`src/design/clock_buffer_frame_manager_assert.svh`:
```
// assertion helpers for the frame manager
`ifndef CLOCK_BUFFER_FRAME_MANAGER_ASSERT_SVH
`define CLOCK_BUFFER_FRAME_MANAGER_ASSERT_SVH

// same-cycle implication, checked out of reset
`define CBFM_ASSERT_NOW(lbl, ante, cons, msg) \
	lbl: assert property (@(posedge clk) disable iff (!arst_n) (ante) |-> (cons)) \
		else $error(msg);

// next-cycle implication, checked out of reset
`define CBFM_ASSERT_NEXT(lbl, ante, cons, msg) \
	lbl: assert property (@(posedge clk) disable iff (!arst_n) (ante) |=> (cons)) \
		else $error(msg);

`endif

```
`src/design/cbfm_pkg.sv`:
```
package cbfm_pkg;
	localparam int NUM_FRAMES_DEF = 32;
	localparam int PIN_BITS_DEF   = 8;
	localparam int CMD_W    = 3;
	localparam int FILE_W   = 8;
	localparam int PAGE_W   = 32;
	localparam int FRAME_W  = 5;
	localparam int STATUS_W = 4;
	localparam int MAX_ROUNDS = 2;

	typedef enum logic [CMD_W-1:0] {
		CMD_PIN     = 3'd0,
		CMD_UNPIN   = 3'd1,
		CMD_ALLOC   = 3'd2,
		CMD_DISPOSE = 3'd3,
		CMD_FLUSH   = 3'd4
	} cmd_t;

	typedef enum logic [STATUS_W-1:0] {
		RS_HIT        = 4'd0,
		RS_FREE       = 4'd1,
		RS_EVICTED    = 4'd2,
		RS_EXCEEDED   = 4'd3,
		RS_UNPINNED   = 4'd4,
		RS_NOTPINNED  = 4'd5,
		RS_ABSENT     = 4'd6,
		RS_DUPLICATE  = 4'd7,
		RS_DISPOSED   = 4'd8,
		RS_FLUSHWRITE = 4'd9,
		RS_FLUSHPIN   = 4'd10,
		RS_FLUSHDONE  = 4'd11
	} status_t;

	typedef struct packed {
		logic [FRAME_W-1:0]  frame;
		status_t             status;
		logic                wb_valid;
		logic [FILE_W-1:0]   wb_file;
		logic [PAGE_W-1:0]   wb_page;
		logic                last;
	} result_t;
endpackage

```
`src/design/cbfm_req_if.sv`:
```
interface cbfm_req_if import cbfm_pkg::*; ();
	logic              valid;
	logic              ready;
	logic [CMD_W-1:0]  cmd;
	logic [FILE_W-1:0] file_id;
	logic [PAGE_W-1:0] page_no;
	logic              mark_dirty;

	modport source(output valid, cmd, file_id, page_no, mark_dirty, input ready);
	modport sink(input valid, cmd, file_id, page_no, mark_dirty, output ready);
endinterface

```
`src/design/cbfm_rsp_if.sv`:
```
interface cbfm_rsp_if import cbfm_pkg::*; ();
	logic                valid;
	logic                ready;
	logic [FRAME_W-1:0]  frame;
	logic [STATUS_W-1:0] status;
	logic                writeback_valid;
	logic [FILE_W-1:0]   writeback_file;
	logic [PAGE_W-1:0]   writeback_page;
	logic                last;

	modport source(output valid, frame, status, writeback_valid, writeback_file,
		writeback_page, last, input ready);
	modport sink(input valid, frame, status, writeback_valid, writeback_file,
		writeback_page, last, output ready);
endinterface

```
`src/design/cbfm_out_reg.sv`:
```
module cbfm_out_reg import cbfm_pkg::*; (
	input  logic        clk,
	input  logic        arst_n,
	input  logic        push,
	input  result_t     d,
	output logic        room,
	cbfm_rsp_if.source  rsp
);
	logic    full_q;
	result_t data_q;

	// slot frees as the held beat leaves
	assign room = !full_q || rsp.ready;

	always_ff @(posedge clk or negedge arst_n) begin
		if (!arst_n) begin
			full_q <= 1'b0;
		end else if (push) begin
			full_q <= 1'b1;
		end else if (rsp.ready) begin
			full_q <= 1'b0;
		end
	end

	always_ff @(posedge clk) begin
		if (push) begin
			data_q <= d;
		end
	end

	assign rsp.valid           = full_q;
	assign rsp.frame           = data_q.frame;
	assign rsp.status          = data_q.status;
	assign rsp.writeback_valid = data_q.wb_valid;
	assign rsp.writeback_file  = data_q.wb_file;
	assign rsp.writeback_page  = data_q.wb_page;
	assign rsp.last            = data_q.last;
endmodule

```
`src/design/clock_buffer_frame_manager.sv`:
```
// lookup walks the frame table for pin, unpin, allocate and dispose
// a pin miss or allocate then moves the clock hand frame by frame until it takes a frame or gives up
// flush walks the frames, one beat per dirty frame of the file, plus a done beat; a pinned frame
// of the file ends it early with a pin beat instead; one request at a time, taken only when idle
// reset: valid and reference bits clear at once, hand goes to the last frame, no clearing pass
// result beats sit in an output register; a stalled consumer holds the sequencer at its next beat
module clock_buffer_frame_manager import cbfm_pkg::*; #(
	parameter int NUM_FRAMES = NUM_FRAMES_DEF,
	parameter int PIN_BITS   = PIN_BITS_DEF
) (
	input  logic       clk,
	input  logic       arst_n,
	cbfm_req_if.sink   req,
	cbfm_rsp_if.source rsp
);
	localparam int FW = (NUM_FRAMES > 1) ? $clog2(NUM_FRAMES) : 1;
	localparam int PW = $clog2(NUM_FRAMES + 1);
	localparam int EW = FILE_W + PAGE_W + 1 + PIN_BITS;
	localparam logic [FW-1:0] LAST_FRAME = FW'(NUM_FRAMES - 1);
	localparam logic [PIN_BITS-1:0] PIN_MAX = '1;
	localparam logic [PIN_BITS-1:0] PIN_ONE = PIN_BITS'(1);

	// sequencer states
	typedef enum logic [6:0] {
		S_IDLE  = 7'b0000001,
		S_LOOK  = 7'b0000010,
		S_ACT   = 7'b0000100,
		S_CLK   = 7'b0001000,
		S_FRD   = 7'b0010000,
		S_FEV   = 7'b0100000,
		S_FDONE = 7'b1000000
	} state_t;

	state_t state_q, state_d;

	// frame memory: {file, page, dirty, pin count}, one read port with registered data
	logic [EW-1:0] mem [NUM_FRAMES];
	logic [EW-1:0] mem_rd_q;
	logic [FW-1:0] rd_addr;
	logic          mem_we;
	logic [FW-1:0] mem_wa;
	logic [EW-1:0] mem_wd;

	// per-frame flags kept in flops so reset clears them at once
	logic [NUM_FRAMES-1:0] valid_q, valid_d;
	logic [NUM_FRAMES-1:0] ref_q, ref_d;

	// request captured at accept
	logic [CMD_W-1:0]  cmd_q;
	logic [FILE_W-1:0] file_q;
	logic [PAGE_W-1:0] page_q;
	logic              md_q;

	// walk and clock bookkeeping
	logic [FW-1:0] cnt_q, cnt_d;
	logic [FW-1:0] hand_q, hand_d;
	logic [FW-1:0] start_q, start_d;
	logic [1:0]    rounds_q, rounds_d;
	logic [PW-1:0] pinned_q, pinned_d;
	logic          hit_q, hit_d;
	logic [FW-1:0] hit_idx_q, hit_idx_d;
	logic [EW-1:0] ent_q, ent_d;

	// lookup pipeline: read issued in a cycle, compared in the next
	logic          pend_s1, pend_d;
	logic [FW-1:0] idx_s1;

	// output register
	logic    push;
	logic    room;
	result_t res;

	// fields of the word just read
	logic [FILE_W-1:0]   e_file;
	logic [PAGE_W-1:0]   e_page;
	logic                e_dirty;
	logic [PIN_BITS-1:0] e_pin;
	logic                e_pinned;

	// fields of the entry held from a lookup hit
	logic                h_dirty;
	logic [PIN_BITS-1:0] h_pin;

	// clock step terms
	logic [FW-1:0] nhand;
	logic [PW-1:0] pinned_n;
	logic          clk_found;
	logic          clk_more;
	logic          look_match;

	assign e_file   = mem_rd_q[EW-1 -: FILE_W];
	assign e_page   = mem_rd_q[EW-FILE_W-1 -: PAGE_W];
	assign e_dirty  = mem_rd_q[PIN_BITS];
	assign e_pin    = mem_rd_q[PIN_BITS-1:0];
	assign e_pinned = (e_pin != '0);
	assign h_dirty  = ent_q[PIN_BITS];
	assign h_pin    = ent_q[PIN_BITS-1:0];

	assign req.ready = (state_q == S_IDLE);

	// hand advance wraps at the last frame
	assign nhand     = (hand_q == LAST_FRAME) ? '0 : hand_q + FW'(1);
	assign clk_found = !valid_q[hand_q] || (!ref_q[hand_q] && !e_pinned);
	assign pinned_n  = pinned_q + PW'(e_pinned);
	assign clk_more  = ((start_q != hand_q) || (rounds_q <= 2'(MAX_ROUNDS)))
		&& (pinned_n < PW'(NUM_FRAMES));
	assign look_match = pend_s1 && valid_q[idx_s1]
		&& (e_file == file_q) && (e_page == page_q);

	always_comb begin
		state_d   = state_q;
		cnt_d     = cnt_q;
		hand_d    = hand_q;
		start_d   = start_q;
		rounds_d  = rounds_q;
		pinned_d  = pinned_q;
		hit_d     = hit_q;
		hit_idx_d = hit_idx_q;
		ent_d     = ent_q;
		valid_d   = valid_q;
		ref_d     = ref_q;
		pend_d    = 1'b0;
		rd_addr   = (state_q == S_CLK) ? hand_q : cnt_q;
		mem_we    = 1'b0;
		mem_wa    = hit_idx_q;
		mem_wd    = ent_q;
		push      = 1'b0;
		res       = '{frame: '0, status: RS_ABSENT, wb_valid: 1'b0,
			wb_file: '0, wb_page: '0, last: 1'b1};

		case (state_q)
			S_IDLE: begin
				if (req.valid) begin
					cnt_d = '0;
					hit_d = 1'b0;
					case (req.cmd)
						CMD_PIN, CMD_UNPIN, CMD_ALLOC, CMD_DISPOSE: state_d = S_LOOK;
						CMD_FLUSH: state_d = S_FRD;
						default: state_d = S_ACT;
					endcase
				end
			end

			S_LOOK: begin
				// one read issued per cycle, each compared once its registered data returns
				pend_d = 1'b1;
				if (cnt_q != LAST_FRAME) begin
					cnt_d = cnt_q + FW'(1);
				end
				if (look_match) begin
					hit_d     = 1'b1;
					hit_idx_d = idx_s1;
					ent_d     = mem_rd_q;
					pend_d    = 1'b0;
					state_d   = S_ACT;
				end else if (pend_s1 && (idx_s1 == LAST_FRAME)) begin
					pend_d  = 1'b0;
					state_d = S_ACT;
				end
			end

			S_ACT: begin
				res.frame = hit_q ? FRAME_W'(hit_idx_q) : '0;
				case (cmd_q)
					CMD_PIN, CMD_ALLOC: begin
						if (!hit_q) begin
							// miss: start the clock one frame past the hand
							start_d  = hand_q;
							rounds_d = 2'd1;
							pinned_d = '0;
							hand_d   = nhand;
							rd_addr  = nhand;
							state_d  = S_CLK;
						end else if (room) begin
							push = 1'b1;
							state_d = S_IDLE;
							if (cmd_q == CMD_PIN) begin
								res.status = RS_HIT;
								mem_we = 1'b1;
								mem_wd = {ent_q[EW-1:PIN_BITS],
									(h_pin == PIN_MAX) ? h_pin : h_pin + PIN_ONE};
								ref_d[hit_idx_q] = 1'b1;
							end else begin
								res.status = RS_DUPLICATE;
							end
						end
					end
					CMD_UNPIN: begin
						if (room) begin
							push = 1'b1;
							state_d = S_IDLE;
							if (hit_q) begin
								mem_we = 1'b1;
								mem_wd = {ent_q[EW-1:PIN_BITS+1], h_dirty | md_q,
									(h_pin != '0) ? h_pin - PIN_ONE : h_pin};
								res.status = (h_pin != '0) ? RS_UNPINNED : RS_NOTPINNED;
							end
						end
					end
					CMD_DISPOSE: begin
						if (room) begin
							push = 1'b1;
							state_d = S_IDLE;
							if (hit_q) begin
								res.status = RS_DISPOSED;
								valid_d[hit_idx_q] = 1'b0;
								ref_d[hit_idx_q]   = 1'b0;
							end
						end
					end
					default: begin
						if (room) begin
							push = 1'b1;
							state_d = S_IDLE;
						end
					end
				endcase
			end

			S_CLK: begin
				if (clk_found) begin
					// take a free frame or evict an unreferenced unpinned one
					res.frame  = FRAME_W'(hand_q);
					res.status = valid_q[hand_q] ? RS_EVICTED : RS_FREE;
					if (valid_q[hand_q] && e_dirty) begin
						res.wb_valid = 1'b1;
						res.wb_file  = e_file;
						res.wb_page  = e_page;
					end
					if (room) begin
						push   = 1'b1;
						mem_we = 1'b1;
						mem_wa = hand_q;
						mem_wd = {file_q, page_q, 1'b0, PIN_ONE};
						valid_d[hand_q] = 1'b1;
						ref_d[hand_q]   = 1'b1;
						state_d = S_IDLE;
					end
				end else if (clk_more) begin
					ref_d[hand_q] = 1'b0;
					// a new sweep starts once the starting frame has been looked at
					if (hand_q == start_q) begin
						rounds_d = rounds_q + 2'd1;
						pinned_d = '0;
					end else begin
						pinned_d = pinned_n;
					end
					hand_d  = nhand;
					rd_addr = nhand;
				end else begin
					// every frame pinned, or out of sweeps
					res.status = RS_EXCEEDED;
					if (room) begin
						push = 1'b1;
						ref_d[hand_q] = 1'b0;
						state_d = S_IDLE;
					end
				end
			end

			S_FRD: begin
				state_d = S_FEV;
			end

			S_FEV: begin
				res.frame = FRAME_W'(cnt_q);
				if (valid_q[cnt_q] && (e_file == file_q) && e_pinned) begin
					res.status = RS_FLUSHPIN;
					if (room) begin
						push = 1'b1;
						state_d = S_IDLE;
					end
				end else if (valid_q[cnt_q] && (e_file == file_q) && e_dirty) begin
					res.status   = RS_FLUSHWRITE;
					res.wb_valid = 1'b1;
					res.wb_file  = e_file;
					res.wb_page  = e_page;
					res.last     = 1'b0;
					if (room) begin
						push = 1'b1;
						valid_d[cnt_q] = 1'b0;
						ref_d[cnt_q]   = 1'b0;
						state_d = (cnt_q == LAST_FRAME) ? S_FDONE : S_FRD;
						cnt_d   = cnt_q + FW'(1);
					end
				end else begin
					if (valid_q[cnt_q] && (e_file == file_q)) begin
						valid_d[cnt_q] = 1'b0;
						ref_d[cnt_q]   = 1'b0;
					end
					state_d = (cnt_q == LAST_FRAME) ? S_FDONE : S_FRD;
					cnt_d   = cnt_q + FW'(1);
				end
			end

			S_FDONE: begin
				res.status = RS_FLUSHDONE;
				if (room) begin
					push = 1'b1;
					state_d = S_IDLE;
				end
			end

			default: begin
				state_d = S_IDLE;
			end
		endcase
	end

	always_ff @(posedge clk or negedge arst_n) begin
		if (!arst_n) begin
			state_q  <= S_IDLE;
			valid_q  <= '0;
			ref_q    <= '0;
			hand_q   <= LAST_FRAME;
			cnt_q    <= '0;
			start_q  <= '0;
			rounds_q <= '0;
			pinned_q <= '0;
			hit_q    <= 1'b0;
			pend_s1  <= 1'b0;
		end else begin
			state_q  <= state_d;
			valid_q  <= valid_d;
			ref_q    <= ref_d;
			hand_q   <= hand_d;
			cnt_q    <= cnt_d;
			start_q  <= start_d;
			rounds_q <= rounds_d;
			pinned_q <= pinned_d;
			hit_q    <= hit_d;
			pend_s1  <= pend_d;
		end
	end

	// payload: request fields, held entry, lookup index
	always_ff @(posedge clk) begin
		if (req.valid && req.ready) begin
			cmd_q  <= req.cmd;
			file_q <= req.file_id;
			page_q <= req.page_no;
			md_q   <= req.mark_dirty;
		end
		hit_idx_q <= hit_idx_d;
		ent_q     <= ent_d;
		idx_s1    <= cnt_q;
	end

	// frame memory; writes only close a request, so reads never race them
	always_ff @(posedge clk) begin
		if (mem_we) begin
			mem[mem_wa] <= mem_wd;
		end
		mem_rd_q <= mem[rd_addr];
	end

	cbfm_out_reg u_out (
		.clk    (clk),
		.arst_n (arst_n),
		.push   (push),
		.d      (res),
		.room   (room),
		.rsp    (rsp)
	);

`include "clock_buffer_frame_manager_assert.svh"

	`CBFM_ASSERT_NOW(a_push_room, push, room, "beat pushed into a full output slot")
	`CBFM_ASSERT_NEXT(a_install_valid, (state_q == S_CLK) && clk_found && room,
		valid_q[$past(hand_q)] && ref_q[$past(hand_q)], "installed frame not valid")
	`CBFM_ASSERT_NOW(a_hit_valid, (state_q == S_ACT) && hit_q, valid_q[hit_idx_q],
		"lookup hit names an invalid frame")
	`CBFM_ASSERT_NOW(a_pinned_bound, state_q == S_CLK, pinned_q < PW'(NUM_FRAMES),
		"pinned count ran past the frame count")
endmodule

```
`src/flat_wrapper.sv`:
```
// flat-port wrapper written by rule: the top's interface ports become plain ports
module clock_buffer_frame_manager_flat import cbfm_pkg::*;
#(
	parameter int NUM_FRAMES = NUM_FRAMES_DEF,
	parameter int PIN_BITS   = PIN_BITS_DEF
)
  (clk, arst_n, req_valid, req_cmd, req_file_id, req_page_no, req_mark_dirty, req_ready, rsp_valid, rsp_frame, rsp_status, rsp_writeback_valid, rsp_writeback_file, rsp_writeback_page, rsp_last, rsp_ready);
  cbfm_req_if req_i ();
  cbfm_rsp_if rsp_i ();
  input  logic clk;
  input  logic arst_n;
  input wire logic [$bits(req_i.valid)-1:0] req_valid;
  input wire logic [$bits(req_i.cmd)-1:0] req_cmd;
  input wire logic [$bits(req_i.file_id)-1:0] req_file_id;
  input wire logic [$bits(req_i.page_no)-1:0] req_page_no;
  input wire logic [$bits(req_i.mark_dirty)-1:0] req_mark_dirty;
  output wire logic [$bits(req_i.ready)-1:0] req_ready;
  output wire logic [$bits(rsp_i.valid)-1:0] rsp_valid;
  output wire logic [$bits(rsp_i.frame)-1:0] rsp_frame;
  output wire logic [$bits(rsp_i.status)-1:0] rsp_status;
  output wire logic [$bits(rsp_i.writeback_valid)-1:0] rsp_writeback_valid;
  output wire logic [$bits(rsp_i.writeback_file)-1:0] rsp_writeback_file;
  output wire logic [$bits(rsp_i.writeback_page)-1:0] rsp_writeback_page;
  output wire logic [$bits(rsp_i.last)-1:0] rsp_last;
  input wire logic [$bits(rsp_i.ready)-1:0] rsp_ready;
  assign req_i.valid = req_valid;
  assign req_i.cmd = req_cmd;
  assign req_i.file_id = req_file_id;
  assign req_i.page_no = req_page_no;
  assign req_i.mark_dirty = req_mark_dirty;
  assign req_ready = req_i.ready;
  assign rsp_valid = rsp_i.valid;
  assign rsp_frame = rsp_i.frame;
  assign rsp_status = rsp_i.status;
  assign rsp_writeback_valid = rsp_i.writeback_valid;
  assign rsp_writeback_file = rsp_i.writeback_file;
  assign rsp_writeback_page = rsp_i.writeback_page;
  assign rsp_last = rsp_i.last;
  assign rsp_i.ready = rsp_ready;
  clock_buffer_frame_manager #(.NUM_FRAMES(NUM_FRAMES), .PIN_BITS(PIN_BITS)) u_core (.clk(clk), .arst_n(arst_n), .req(req_i), .rsp(rsp_i));
endmodule
```
`config.mk`:
```
export PLATFORM = sky130hd
export DESIGN_NAME = clock_buffer_frame_manager_flat
export DESIGN_NICKNAME = d
export VERILOG_FILES = /design/src/design/cbfm_pkg.sv /design/src/design/cbfm_req_if.sv /design/src/design/cbfm_rsp_if.sv /design/src/design/cbfm_out_reg.sv /design/src/design/clock_buffer_frame_manager.sv /design/src/flat_wrapper.sv
export VERILOG_INCLUDE_DIRS = /design/src /design/src/design
export SDC_FILE = /design/constraint.sdc
export NUM_CORES = 2
export LEC_CHECK = 0
export BUFFER_PORTS_ARGS = -buffer_cell sky130_fd_sc_hd__buf_4
export CAP_MARGIN = 20
export CORE_MARGIN = 2
export CORE_UTILIZATION = 45
export CTS_BUF_LIST = sky130_fd_sc_hd__clkbuf_8
export DETAILED_ROUTE_END_ITERATION = 7
export PLACE_DENSITY = 0.58
export SYNTH_ARGS = -nofsm -noshare
export SYNTH_HDL_FRONTEND = slang
export SYNTH_SLANG_ARGS = --single-unit
```
`constraint.sdc`:
```
create_clock -name clk -period 6.3 [get_ports clk]
set_clock_uncertainty 0.2 [all_clocks]
set_input_delay 0.63 -clock clk [delete_from_list [all_inputs] [get_ports clk]]
set_output_delay 0.63 -clock clk [all_outputs]
set_load 0.02 [all_outputs]
```
==> results.md <==
* Setup TNS at 0 ps
* Syn Nets at between 4000 and 5000
* VDD IR max at roughly 0.23 mV
* Htree depth at 5
* RSZ-0062 raised after global routing: no
* Io pins at approximately 100
* Total wire length at roughly 220 mm
* Die ar. at between 150000 and 200000 µm²
* Clock Latency Late Sink at 1010 ps
* Final hold vios at 0
* HPWL after detailed placement at roughly 120 mm
* Met2 Use GR at 0.414
* Synth Area in Simple Gates at 0.0472
* CTS tree: done
* Vias per cell at a little over 6
* Vias at slightly above 40000
* Async SR Flop Fraction at 0.0519
* Seq/Total Area, Yosys at 0.742
* Avg WL per Cell at approximately 32 µm
* Grt total ovfl at 0
* Critical path type: reg -> reg
* Achievable frequency at around 160 MHz
* Synth area leaders: edfxtp_1 (69%), mux4_2 (13%), dfrtp_1 (3.1%), o22ai_1 (1.7%), dfxtp_1 (1.5%)
* Area Overhead vs Synth at 14.7%
* Measured slew at the worst slew-check pin at about 1200 ps
* Slowest CP cell: nor4_2
* Post-synthesis xor/xnor area fraction at 0.00590
* Crit path top cell by count: nand4_2
* Post-Synth Adder-Cell Area at 0.00270
* Post-synth top area cell: edfxtp_1
* Post-synth EDFFs at 1717
* Root Driver: clkbuf_8
* Final net count at 4416
* Largest family of logic cells by synthesized area: multiplexers
* First-pass GRT wire length at 305 mm
* Outcome: complete, no violations
* Avg Inst Size Synth at ~19 µm²
* # fillers at around 13000
* Number of buffers added on ports at 100
* #FFs+latches synth at roughly 1900
* Min cycle time layout at between 6000 and 7000 ps
* Share of post-route cells with drive strength above 1 at 0.265
* Most used DFF post-synth: edfxtp_1
* Crit-path max cell delay at roughly 860 ps
* M1 GR Usage at 0.357
* Placed cells at 6161
* Total track usage at 0.256
* Cell with the most instances after synthesis: edfxtp_1
* HP Class: in -> reg
* Maxcap violations at 0
* Number of global-route vias before repair at about 41000
* Remaining DRCs at 0
* Worst Path Max Fanout at 30
* Post-synthesis compound-gate area fraction at 0.0530
* CTS buffer count at 323
* Synth top area share at 0.695
* Initial antenna violation count at 12
* Fin cells at 6791
* Met3 GRT Util at 0.0434
* Remaining antenna violation count after routing at 0
* Setup Viol. Count Final at 0
* Placer Congestion at roughly 0.94
* Initial Util at 0.451
* CP Data Arrival Time at 6650 ps
* Mux cell area share after synthesis at 0.130
* Buf/Inv on CP at 0
* Multi-input logic area at roughly 18000 µm²
* Syn Inst Count at just under 4000
* Clock-pin slew on the worst setup and hold paths at about 60 ps
* CP Launch Type: flip-flop
* Power per standard cell area at approximately 320 nW/µm²
* Pre-antenna DRT Iters at 8
* Final slew viol count at 0
* Core area at around 160000 µm²
* Req. time, crit path at between 6000 and 7000 ps
* Post-CTS setup buffers at 0
* Kind of cell adding the most delay to the critical path: simple AND/OR/NAND/NOR gates
* Leakage at ~22 nW
* Max clock buf depth at 4
* CTS Sinks at 1868
* CP cell instances: mux2i_1, o211ai_1, a2111oi_4, nand4_2, nand4_2, a31oi_1, a311oi_2, or3b_4, o22ai_1, nor4_2
* Rel. slew slack at 0.198
* Total power of the final layout at 0.0273 W
* Die Ht at around 400 µm
* Most common library cells after synthesis: edfxtp_1 (1717), mux4_2 (417), nand2_1 (246)
* Post-route clock period utilization at 0.963
* Sequential Area at between 50000 and 60000 µm²
* Crit. End Element: flip-flop
* Pin count of the biggest net entering global routing at 65
* Grt peak-use layer: met2
* Synth warnings at 0
* Distinct cells, synth at 84
* Die W at 410 µm
* Initial detailed-routing violation count at 5195
* FP Rows at between 100 and 150
* Synthesized area at approximately 74000 µm²
-- layer usage --
layer,vias up,wire (µm)
li1,17100,-
met1,21900,89000
met2,1970,105000
met3,432,15800
met4,6,6450
met5,-,47
-- cell type report --
class / instances / share of cell area
Antenna cell: 4 / 0.000118
Clock buffer: 340 / 0.0550
Clock inverter: 231 / 0.0137
Inverter: 16 / 0.000706
Multi-Input combinational cell: 1828 / 0.213
Sequential cell: 1868 / 0.647
Tap cell: 2189 / 0.0322
Timing Repair Buffer: 315 / 0.0383
-- power by group --
group,leakage (nW),internal (W),switching (W)
logic,6.27,0.00141,0.00192
registers,12.6,0.0136,0.000211
clock network,3.40,0.00531,0.00488
-- cell usage in the layout (no fill, tap or decap), types with 10 or more instances in the layout --
master	n
nor2_4	34
and3_1	19
a31oi_1	47
o21a_1	10
nor2_1	110
edfxtp_1	1717
ha_1	16
nand2_1	244
nand3_1	45
o22ai_1	201
and2_1	47
buf_12	57
nor4_1	17
buf_4	204
a32oi_1	12
nor3_1	28
clkinv_1	68
mux4_2	417
o21ai_0	201
dlygate4sd3_1	48
xor2_1	42
a21oi_1	97
o31ai_1	10
clkinv_2	37
dfrtp_1	91
nand3b_1	11
nor4_2	49
clkbuf_8	340
dfxtp_1	54
inv_1	124
mux2i_1	17
a22oi_1	12
-- path summary, 6_finish.rpt --
path / startpoint / endpoint / slack [ps] / cells after the start
worst min register to register: u_core.mem_rd_q[1] / u_core.ent_q[1] / 230 / 0
worst max-delay path: u_core.hand_q[1] / u_core.mem_rd_q[4] / 230 / 10
worst max register to register: u_core.hand_q[1] / u_core.mem_rd_q[4] / 230 / 10
min in group asynchronous: arst_n / u_core.hand_q[4] / 580 / 3
worst min-delay path: req_page_no[23] / u_core.page_q[23] / 130 / 2
max in group asynchronous: arst_n / async pin / 4340 / 4
-- per-stage QoR --
step	hold WS [ps]	instance area, µm²	util	worst slack, ps
after floorplan	134	74200	-	449
after global placement	216	78600	0.478	296
after detailed placement	216	78700	0.478	381
after CTS	49.9	85000	0.517	346
after global routing	80.5	85100	0.518	156
final	133	85100	0.518	232
-- cells by family after synthesis --
family	Yosys count
flops	1868
xor+xnor	50
mux	444
compound gates	651
buf+inv	263
fa+ha+maj	16
simple gates	667
-- repair_timing --
item                      CTS  global route
hold buffers               49             0
hold endpoints to repair   82             0
gates resized for setup     0             0
-- flip-flops by register name (all words and copies together) (netlist names), 6 cells and up, named ones only --
name / cells
u_core.file_q: 8
u_core.ent_q: 49
u_core.valid_q: 32
u_core.page_q: 32
u_core.pinned_q: 6
u_core.mem_rd_q: 49
u_core.u_out.rsp.writeback_page: 32
u_core.state_q: 7
u_core.mem: 1568
u_core.u_out.rsp.writeback_file: 8
No activity file was read; power rests on OpenSTA's default activity.
